$ cat config.mk
export PLATFORM = sky130hd
export DESIGN_NAME = integer_to_ascii_formatter_core_flat
export DESIGN_NICKNAME = d
export VERILOG_FILES = /design/src/hdl/itoaf_pkg.sv /design/src/hdl/itoaf_if.sv /design/src/hdl/integer_to_ascii_formatter_core.sv /design/src/hdl/itoaf_front.sv /design/src/hdl/itoaf_queue.sv /design/src/hdl/itoaf_back.sv /design/src/flat_wrapper.sv
export SDC_FILE = /design/constraint.sdc
export NUM_CORES = 1
export LEC_CHECK = 0
export BUFFER_PORTS_ARGS = -buffer_cell sky130_fd_sc_hd__clkbuf_2
export CAP_MARGIN = 20
export CORE_MARGIN = 5
export CORE_UTILIZATION = 30
export DETAILED_ROUTE_END_ITERATION = 7
export PLACE_DENSITY = 0.41
export SLEW_MARGIN = 10
export SYNTH_ARGS = -nofsm -noshare
export SYNTH_HDL_FRONTEND = slang
export SYNTH_SLANG_ARGS = --single-unit
$ cat constraint.sdc
create_clock -name clk -period 8.2 [get_ports clk]
set_input_delay 0 -clock clk [delete_from_list [all_inputs] [get_ports clk]]
set_output_delay 0 -clock clk [all_outputs]
set_load 0.05 [all_outputs]
$ cat src/hdl/itoaf_pkg.sv
// ----------------------------------------------------------------------------
// itoaf_pkg
// Shared types, widths and character codes of the integer to ASCII formatter.
// ----------------------------------------------------------------------------
package itoaf_pkg;

    localparam int OP_W       = 2;
    localparam int VALUE_W    = 64;
    localparam int CHAR_W     = 7;
    localparam int DIGITS_DEC = 20;
    localparam int DIGITS_HEX = VALUE_W / 4;
    localparam int BCD_W      = 4 * DIGITS_DEC;
    localparam int CNT_W      = $clog2(DIGITS_DEC + 1);
    localparam int BIT_CNT_W  = $clog2(VALUE_W);

    localparam int QUEUE_DEPTH_DEF = 2;

    // format selectors
    localparam logic [OP_W-1:0] OP_SDEC     = 2'd0;
    localparam logic [OP_W-1:0] OP_UDEC     = 2'd1;
    localparam logic [OP_W-1:0] OP_HEX      = 2'd2;
    localparam logic [OP_W-1:0] OP_HEX_ALT  = 2'd3;

    // ASCII codes
    localparam logic [CHAR_W-1:0] CH_NL    = 7'h0A;
    localparam logic [CHAR_W-1:0] CH_ZERO  = 7'h30;
    localparam logic [CHAR_W-1:0] CH_MINUS = 7'h2D;
    localparam logic [CHAR_W-1:0] CH_X     = 7'h78;
    localparam logic [CHAR_W-1:0] CH_A     = 7'h61;

    typedef struct packed {
        logic               hex;
        logic               neg;
        logic [VALUE_W-1:0] mag;
    } itoaf_job_t;

    function automatic logic [CHAR_W-1:0] digit_char(input logic [3:0] d);
        logic [CHAR_W-1:0] dx;
        dx = {{(CHAR_W-4){1'b0}}, d};
        if (d > 4'd9)
            return CH_A + dx - 7'd10;
        else
            return CH_ZERO + dx;
    endfunction

endpackage

$ cat src/hdl/itoaf_if.sv
// ----------------------------------------------------------------------------
// itoaf_if
// Valid/ready channels of the formatter: value beats in, character beats out.
// ----------------------------------------------------------------------------
interface itoaf_cmd_if import itoaf_pkg::*; ();
    logic               valid;
    logic               ready;
    logic [OP_W-1:0]    operation;
    logic [VALUE_W-1:0] value;

    modport source (output valid, output operation, output value, input ready);
    modport sink   (input valid, input operation, input value, output ready);
endinterface

interface itoaf_char_if import itoaf_pkg::*; ();
    logic              valid;
    logic              ready;
    logic [CHAR_W-1:0] character;
    logic              last;

    modport source (output valid, output character, output last, input ready);
    modport sink   (input valid, input character, input last, output ready);
endinterface

$ cat src/hdl/integer_to_ascii_formatter_core.sv
// ----------------------------------------------------------------------------
// integer_to_ascii_formatter_core
// Formats a 64-bit value as signed decimal, unsigned decimal or 0x-prefixed
// hex ASCII text, one character per beat, newline last.
// ----------------------------------------------------------------------------
// Items are accepted into a queue of QUEUE_DEPTH entries and worked off one at
// a time. A decimal item is loaded, converted bit by bit with shift-and-add-3,
// has its leading zeros suppressed and is then sent one character at a time
// (sign, digits, newline). A hex item is loaded, sends the 0x prefix, skips its
// leading zeros, then sends its digits and the newline. A stalled consumer
// holds the single character output register and the sequence with it.
module integer_to_ascii_formatter_core import itoaf_pkg::*;
#(
    parameter int QUEUE_DEPTH = QUEUE_DEPTH_DEF
)
(
    input  logic         clk,
    input  logic         rst_n,
    itoaf_cmd_if.sink    cmd,
    itoaf_char_if.source chars
);

    logic       q_full;
    logic       q_push;
    logic       q_pop;
    logic       q_not_empty;
    itoaf_job_t front_job;
    itoaf_job_t back_job;

    itoaf_front u_front (
        .cmd  (cmd),
        .full (q_full),
        .push (q_push),
        .job  (front_job)
    );

    itoaf_queue #(
        .DEPTH (QUEUE_DEPTH)
    ) u_queue (
        .clk       (clk),
        .rst_n     (rst_n),
        .push      (q_push),
        .wr_job    (front_job),
        .full      (q_full),
        .pop       (q_pop),
        .not_empty (q_not_empty),
        .rd_job    (back_job)
    );

    itoaf_back u_back (
        .clk       (clk),
        .rst_n     (rst_n),
        .job_valid (q_not_empty),
        .job       (back_job),
        .pop       (q_pop),
        .chars     (chars)
    );

endmodule

$ cat src/hdl/itoaf_front.sv
// ----------------------------------------------------------------------------
// itoaf_front
// Accepts value beats, picks the format and takes the magnitude of negatives.
// ----------------------------------------------------------------------------
module itoaf_front import itoaf_pkg::*;
(
    itoaf_cmd_if.sink  cmd,
    input  logic       full,
    output logic       push,
    output itoaf_job_t job
);

    logic is_neg;

    assign cmd.ready = !full;
    assign push      = cmd.valid && !full;

    always_comb
    begin
        job.hex = 1'b0;
        is_neg  = 1'b0;
        case (cmd.operation)
            OP_SDEC:    is_neg  = cmd.value[VALUE_W-1];
            OP_UDEC:    is_neg  = 1'b0;
            OP_HEX,
            OP_HEX_ALT: job.hex = 1'b1;
            default:    job.hex = 1'b1;
        endcase
        job.neg = is_neg;
        // two's complement negate; the most negative value maps onto itself
        job.mag = is_neg ? (VALUE_W'(0) - cmd.value) : cmd.value;
    end

endmodule

$ cat src/hdl/itoaf_queue.sv
// ----------------------------------------------------------------------------
// itoaf_queue
// Small FIFO of classified jobs between front and back.
// ----------------------------------------------------------------------------
module itoaf_queue import itoaf_pkg::*;
#(
    parameter int DEPTH = QUEUE_DEPTH_DEF
)
(
    input  logic       clk,
    input  logic       rst_n,
    input  logic       push,
    input  itoaf_job_t wr_job,
    output logic       full,
    input  logic       pop,
    output logic       not_empty,
    output itoaf_job_t rd_job
);

    localparam int PTR_W   = $clog2(DEPTH);
    localparam int COUNT_W = $clog2(DEPTH + 1);

    itoaf_job_t         mem [DEPTH];
    logic [PTR_W-1:0]   wr_ptr_reg, wr_ptr_next;
    logic [PTR_W-1:0]   rd_ptr_reg, rd_ptr_next;
    logic [COUNT_W-1:0] count_reg, count_next;
    logic               do_push, do_pop;

    assign full      = (count_reg == COUNT_W'(DEPTH));
    assign not_empty = (count_reg != '0);
    assign rd_job    = mem[rd_ptr_reg];
    assign do_push   = push && !full;
    assign do_pop    = pop && not_empty;

    always_comb
    begin
        wr_ptr_next = wr_ptr_reg;
        rd_ptr_next = rd_ptr_reg;
        count_next  = count_reg;
        if (do_push)
            wr_ptr_next = (wr_ptr_reg == PTR_W'(DEPTH - 1)) ? '0 : wr_ptr_reg + 1'b1;
        if (do_pop)
            rd_ptr_next = (rd_ptr_reg == PTR_W'(DEPTH - 1)) ? '0 : rd_ptr_reg + 1'b1;
        if (do_push && !do_pop)
            count_next = count_reg + 1'b1;
        else if (do_pop && !do_push)
            count_next = count_reg - 1'b1;
    end

    always_ff @(posedge clk or negedge rst_n)
    begin
        if (!rst_n)
        begin
            wr_ptr_reg <= '0;
            rd_ptr_reg <= '0;
            count_reg  <= '0;
        end
        else
        begin
            wr_ptr_reg <= wr_ptr_next;
            rd_ptr_reg <= rd_ptr_next;
            count_reg  <= count_next;
        end
    end

    always_ff @(posedge clk)
    begin
        if (do_push)
            mem[wr_ptr_reg] <= wr_job;
    end

endmodule

$ cat src/hdl/itoaf_back.sv
// ----------------------------------------------------------------------------
// itoaf_back
// Bit-serial binary to BCD conversion and character sequencer with an
// output register.
// ----------------------------------------------------------------------------
module itoaf_back import itoaf_pkg::*;
(
    input  logic         clk,
    input  logic         rst_n,
    input  logic         job_valid,
    input  itoaf_job_t   job,
    output logic         pop,
    itoaf_char_if.source chars
);

    localparam logic [2:0] S_IDLE  = 3'd0;
    localparam logic [2:0] S_CONV  = 3'd1;
    localparam logic [2:0] S_PFX0  = 3'd2;
    localparam logic [2:0] S_PFXX  = 3'd3;
    localparam logic [2:0] S_MINUS = 3'd4;
    localparam logic [2:0] S_SKIP  = 3'd5;
    localparam logic [2:0] S_DIGIT = 3'd6;
    localparam logic [2:0] S_NL    = 3'd7;

    logic [2:0]           state_reg, state_next;
    logic [VALUE_W-1:0]   bin_reg, bin_next;
    logic [BCD_W-1:0]     dig_reg, dig_next;
    logic                 neg_reg, neg_next;
    logic [CNT_W-1:0]     cnt_reg, cnt_next;
    logic [BIT_CNT_W-1:0] bit_reg, bit_next;
    logic                 ovalid_reg, ovalid_next;
    logic [CHAR_W-1:0]    ochar_reg, ochar_next;
    logic                 olast_reg, olast_next;

    logic                 slot_free;
    logic                 emit;
    logic [CHAR_W-1:0]    emit_char;
    logic                 emit_last;
    logic [3:0]           top_digit;

    // one shift-and-add-3 step: add 3 to every digit above 4, then shift in the next bit
    function automatic logic [BCD_W-1:0] dabble(input logic [BCD_W-1:0] bcd,
                                                input logic b);
        logic [BCD_W-1:0] adj;
        adj = bcd;
        for (int i = 0; i < DIGITS_DEC; i++)
        begin
            if (bcd[4*i +: 4] > 4'd4)
                adj[4*i +: 4] = bcd[4*i +: 4] + 4'd3;
        end
        return {adj[BCD_W-2:0], b};
    endfunction

    assign slot_free = !ovalid_reg || chars.ready;
    assign top_digit = dig_reg[BCD_W-1 -: 4];

    assign chars.valid     = ovalid_reg;
    assign chars.character = ochar_reg;
    assign chars.last      = olast_reg;

    always_comb
    begin
        state_next = state_reg;
        bin_next   = bin_reg;
        dig_next   = dig_reg;
        neg_next   = neg_reg;
        cnt_next   = cnt_reg;
        bit_next   = bit_reg;
        pop        = 1'b0;
        emit       = 1'b0;
        emit_char  = CH_NL;
        emit_last  = 1'b0;
        case (state_reg)
            S_IDLE:
            begin
                if (job_valid)
                begin
                    pop = 1'b1;
                    if (job.hex)
                    begin
                        dig_next   = {job.mag, {(BCD_W-VALUE_W){1'b0}}};
                        cnt_next   = CNT_W'(DIGITS_HEX);
                        state_next = S_PFX0;
                    end
                    else
                    begin
                        bin_next   = job.mag;
                        dig_next   = '0;
                        bit_next   = '0;
                        neg_next   = job.neg;
                        state_next = S_CONV;
                    end
                end
            end
            S_CONV:
            begin
                dig_next = dabble(dig_reg, bin_reg[VALUE_W-1]);
                bin_next = {bin_reg[VALUE_W-2:0], 1'b0};
                bit_next = bit_reg + 1'b1;
                if (bit_reg == BIT_CNT_W'(VALUE_W - 1))
                begin
                    cnt_next   = CNT_W'(DIGITS_DEC);
                    state_next = neg_reg ? S_MINUS : S_SKIP;
                end
            end
            S_PFX0:
            begin
                if (slot_free)
                begin
                    emit       = 1'b1;
                    emit_char  = CH_ZERO;
                    state_next = S_PFXX;
                end
            end
            S_PFXX:
            begin
                if (slot_free)
                begin
                    emit       = 1'b1;
                    emit_char  = CH_X;
                    state_next = S_SKIP;
                end
            end
            S_MINUS:
            begin
                if (slot_free)
                begin
                    emit       = 1'b1;
                    emit_char  = CH_MINUS;
                    state_next = S_SKIP;
                end
            end
            S_SKIP:
            begin
                // drop leading zeros, always keep the last digit
                if (top_digit == 4'd0 && cnt_reg > CNT_W'(1))
                begin
                    dig_next = {dig_reg[BCD_W-5:0], 4'd0};
                    cnt_next = cnt_reg - 1'b1;
                end
                else
                    state_next = S_DIGIT;
            end
            S_DIGIT:
            begin
                if (slot_free)
                begin
                    emit      = 1'b1;
                    emit_char = digit_char(top_digit);
                    dig_next  = {dig_reg[BCD_W-5:0], 4'd0};
                    cnt_next  = cnt_reg - 1'b1;
                    if (cnt_reg == CNT_W'(1))
                        state_next = S_NL;
                end
            end
            S_NL:
            begin
                if (slot_free)
                begin
                    emit       = 1'b1;
                    emit_char  = CH_NL;
                    emit_last  = 1'b1;
                    state_next = S_IDLE;
                end
            end
            default:
                state_next = S_IDLE;
        endcase
    end

    always_comb
    begin
        ovalid_next = ovalid_reg;
        ochar_next  = ochar_reg;
        olast_next  = olast_reg;
        if (emit)
        begin
            ovalid_next = 1'b1;
            ochar_next  = emit_char;
            olast_next  = emit_last;
        end
        else if (chars.ready)
            ovalid_next = 1'b0;
    end

    always_ff @(posedge clk or negedge rst_n)
    begin
        if (!rst_n)
        begin
            state_reg  <= S_IDLE;
            ovalid_reg <= 1'b0;
        end
        else
        begin
            state_reg  <= state_next;
            ovalid_reg <= ovalid_next;
        end
    end

    always_ff @(posedge clk)
    begin
        bin_reg   <= bin_next;
        dig_reg   <= dig_next;
        neg_reg   <= neg_next;
        cnt_reg   <= cnt_next;
        bit_reg   <= bit_next;
        ochar_reg <= ochar_next;
        olast_reg <= olast_next;
    end

endmodule

$ cat src/flat_wrapper.sv
// flat-port wrapper written by rule: the top's interface ports become plain ports
module integer_to_ascii_formatter_core_flat import itoaf_pkg::*;
#(
    parameter int QUEUE_DEPTH = QUEUE_DEPTH_DEF
)
  (clk, rst_n, cmd_valid, cmd_operation, cmd_value, cmd_ready, chars_valid, chars_character, chars_last, chars_ready);
  itoaf_cmd_if cmd_i ();
  itoaf_char_if chars_i ();
  input  logic clk;
  input  logic rst_n;
  input wire logic [$bits(cmd_i.valid)-1:0] cmd_valid;
  input wire logic [$bits(cmd_i.operation)-1:0] cmd_operation;
  input wire logic [$bits(cmd_i.value)-1:0] cmd_value;
  output wire logic [$bits(cmd_i.ready)-1:0] cmd_ready;
  output wire logic [$bits(chars_i.valid)-1:0] chars_valid;
  output wire logic [$bits(chars_i.character)-1:0] chars_character;
  output wire logic [$bits(chars_i.last)-1:0] chars_last;
  input wire logic [$bits(chars_i.ready)-1:0] chars_ready;
  assign cmd_i.valid = cmd_valid;
  assign cmd_i.operation = cmd_operation;
  assign cmd_i.value = cmd_value;
  assign cmd_ready = cmd_i.ready;
  assign chars_valid = chars_i.valid;
  assign chars_character = chars_i.character;
  assign chars_last = chars_i.last;
  assign chars_i.ready = chars_ready;
  integer_to_ascii_formatter_core #(.QUEUE_DEPTH(QUEUE_DEPTH)) u_core (.clk(clk), .rst_n(rst_n), .cmd(cmd_i), .chars(chars_i));
endmodule
==> flow_summary.yaml <==
run_status:
  status: "finished clean"
drt:
  avgViaCountPerCell: 4.86
  wl_met2_mm: 17.2
  drt_wl_total_mm: 37.5
  drtIter0Drc: 637
  drc: 0
  drtPass1Iterations: 5
  routed-wl-met3_mm: 1.29
  dr.max_layer_used: "met4"
  wl_per_cell_um: 17.5
  met1_length_mm: 17.9
  via_count: 10400
  ant_nets: 0
clock_network:
  cts_root_buffer: "clkbuf_16"
  h-tree-depth: 2
  cts_tree: "done"
  post-cts-setup-buffer-count: 0
  cts.clk_slew.worst_paths_ns: 0.06
  cts_inserted_buffers: 37
  cts_sinks: 304
  cts_buffer_depth: 3
  clk_latency_ns: 0.54
sta:
  rsz0062_at_grt: "false"
  fin_hold_ws_ns: 0.312
  slew_viol_final: 0
  fin_tns_setup_ns: 0
  fin_crit_sh: 0.408
  finalHoldViolations: 0
  max_freq_ghz: 0.299
  worstMarginPinSlew_ns: 1.06
  finalCriticalPeriod_ns: 3.35
  clock_skew_ns: 0.0125
  slew_headroom: 0.292
  setup_viol: 0
synthesis:
  synth_cell_types: 56
  async_flop_share: 0.0263
  netlist_instances: 1292
  yosys-top-cells-area: "edfxtp_1 (59%), a21oi_1 (4.6%), mux2i_1 (4.3%), nor2_1 (3.4%), xnor2_1 (3.2%)"
  yosysMostFrequentCell: "edfxtp_1"
  synthesis.nets: 1388
  synth_top_area_cell: "edfxtp_1"
  ys_warn_count: 0
  synth_area_per_cell_um2: 11.7
  synthFlopType: "edfxtp_1"
  synth_edf_count: 296
  syn_area_um2: 15100
  ys_top_cells_by_count: "edfxtp_1 (296), a21oi_1 (140), nor2_1 (136), nand2_1 (78), inv_1 (72)"
  ys_seq_area_frac: 0.602
  synth-seq-cells: 304
  synth_top_area_frac: 0.589
die:
  initial_core_util: 0.302
  die_x_um: 234
  die_area_um2: 54900
  io_pins: 80
  core_area_um2: 50000
  die_h_um: 234
  row_count: 82
place:
  numPortBuffers: 79
  dpl.hpwl_mm: 24.2
  place_area_um2: 16200
  place_congestion: 0.775
worst_setup_path:
  cp-start-kind: "flip-flop"
  r2r_cells: 6
  cp_cell_sequence: "nor2_1 > nand2_4 > buf_4 > buf_4 > o22a_1 > o21ai_0"
  cp.arrival_ns: 3.62
  critical_path_class: "flip-flop to flip-flop"
  crit_required_ns: 8.47
  crit_top_cell: "buf_4"
  worstPathMaxFanout: 67
  crit_path_max_incr_delay_ns: 0.72
  crit_slowest_cell: "dfrtp_1"
  worstSetupEndpointType: "flip-flop"
grt:
  first_global_vias: 10300
  grt_pass1_wl_mm: 59.1
  antenna_found_initial: 1
  grtUsageTotal: 0.137
  grt_max_degree: 76
  grt-ovfl-total: 0
worst_hold_path:
  min_path_type: "input pin to flip-flop"
  worstHoldPathCells: 2
pwr:
  ir_drop_v: 0.000261
  p_leak_nw: 6.56
  cellPowerDensity_nw_per_um2: 401
cells_and_area:
  regArea_um2: 9090
  multi_input_area_um2: 5530
  area_growth_pct: 20.5
  drive_gt1_frac: 0.113
  largest_reg_flops: 132
  n_fill_cell: 4938
  post-route-cell-area_um2: 18200
  fin_nets: 1538
run:
  cap_violations: 0
==> cells by family (layout without fill, tap and decap cells) <==
| group | after synthesis | in the layout | share of synthesized area |
|---|---|---|---|
| XOR/XNOR | 94 | 94 | 0.0545 |
| multiplexers | 67 | 67 | 0.0446 |
| other | 0 | 1 | 0 |
| AO/OA/AOI/OAI | 324 | 324 | 0.134 |
| AND/OR/NAND/NOR | 342 | 342 | 0.109 |
| adder cells (fa/ha/maj) | 26 | 26 | 0.0215 |
| flip-flops | 304 | 304 | 0.602 |
| buffers and inverters | 135 | 310 | 0.0346 |
==> path summary, 6_finish.rpt <==
check	start	end	slack, ns
max in group asynchronous	rst_n	u_core.u_queue.rd_ptr_reg	7.43
worst min register to register	u_core.u_queue.count_reg[1]	u_core.u_queue.count_reg[1]	0.50
worst max-delay path	u_core.u_back.state_reg[2]	u_core.u_back.dig_reg[56]	4.85
worst max register to register	u_core.u_back.state_reg[2]	u_core.u_back.dig_reg[56]	4.85
worst min-delay path	cmd_operation[1]	u_core.u_queue.mem[1][65]	0.31
min in group asynchronous	rst_n	u_core.u_back.state_reg[2]	0.45
==> cell usage in the layout (no fill, tap or decap), types with 38 or more instances in the layout <==
cell type      Yosys  final
xnor2_1           56     56
clkbuf_2           0     79
xor2_1            38     38
mux2i_1           65     65
edfxtp_1         296    296
nor2_1           136    134
clkbuf_16          0     39
o221ai_1          47     47
nand2_1           78     77
inv_1             72     72
o21ai_0           70     70
a21oi_1          140    140
dlygate4sd3_1      0     80
==> stage by stage <==
stage | instances | worst slack (ns) | util | power, W
6_report | 2140 | 4.85 | 0.364 | 0.00729
2_1_floorplan | 1292 | 3.87 | - | 0.00495
4_1_cts | 2137 | 4.74 | 0.363 | 0.00743
3_5_place_dp | 1993 | 4.82 | 0.325 | 0.00579
5_1_grt | 2139 | 4.53 | 0.364 | 0.00785
3_3_place_gp | 1993 | 4.91 | 0.325 | 0.00576
==> critical path: cells and delay by family (launching register included) <==
kind,cells,cell delay [ns]
and+or+nand+nor,2,0.73
AOI/OAI and AO/OA,2,0.26
buffers and inverters,2,1.32
DFF,1,0.72
==> report_power, final <==
part / total, W / internal (W) / switching (W)
Sequential: 0.00303 / 0.00263 / 0.000400
Combinational: 0.00271 / 0.000976 / 0.00173
Clock: 0.00155 / 0.000924 / 0.000628
Total: 0.00729 / 0.00453 / 0.00276
==> timing repair <==
item	4_1_cts	5_1_grt
endpoints found under the hold margin	143	0
resized for setup	0	0
hold buffers	80	0
==> layout make-up <==
| type | instances | share of cell area |
|---|---|---|
| antenna | 1 | 0.000138 |
| clock buffer | 45 | 0.0549 |
| clock inverter | 19 | 0.00770 |
| inverter | 73 | 0.0151 |
| multi-input combinational | 853 | 0.304 |
| sequential | 304 | 0.500 |
| tap | 672 | 0.0462 |
| timing repair buffer | 173 | 0.0724 |
==> per-layer routing <==
| metal | GRT usage | vias up |
|---|---|---|
| li1 | - | 5123 |
| met1 | 0.192 | 5034 |
| met2 | 0.217 | 173 |
| met3 | 0.0214 | 70 |
| met4 | 0.0476 | 0 |
| met5 | 0 | - |
No activity file was read; power rests on OpenSTA's default activity.
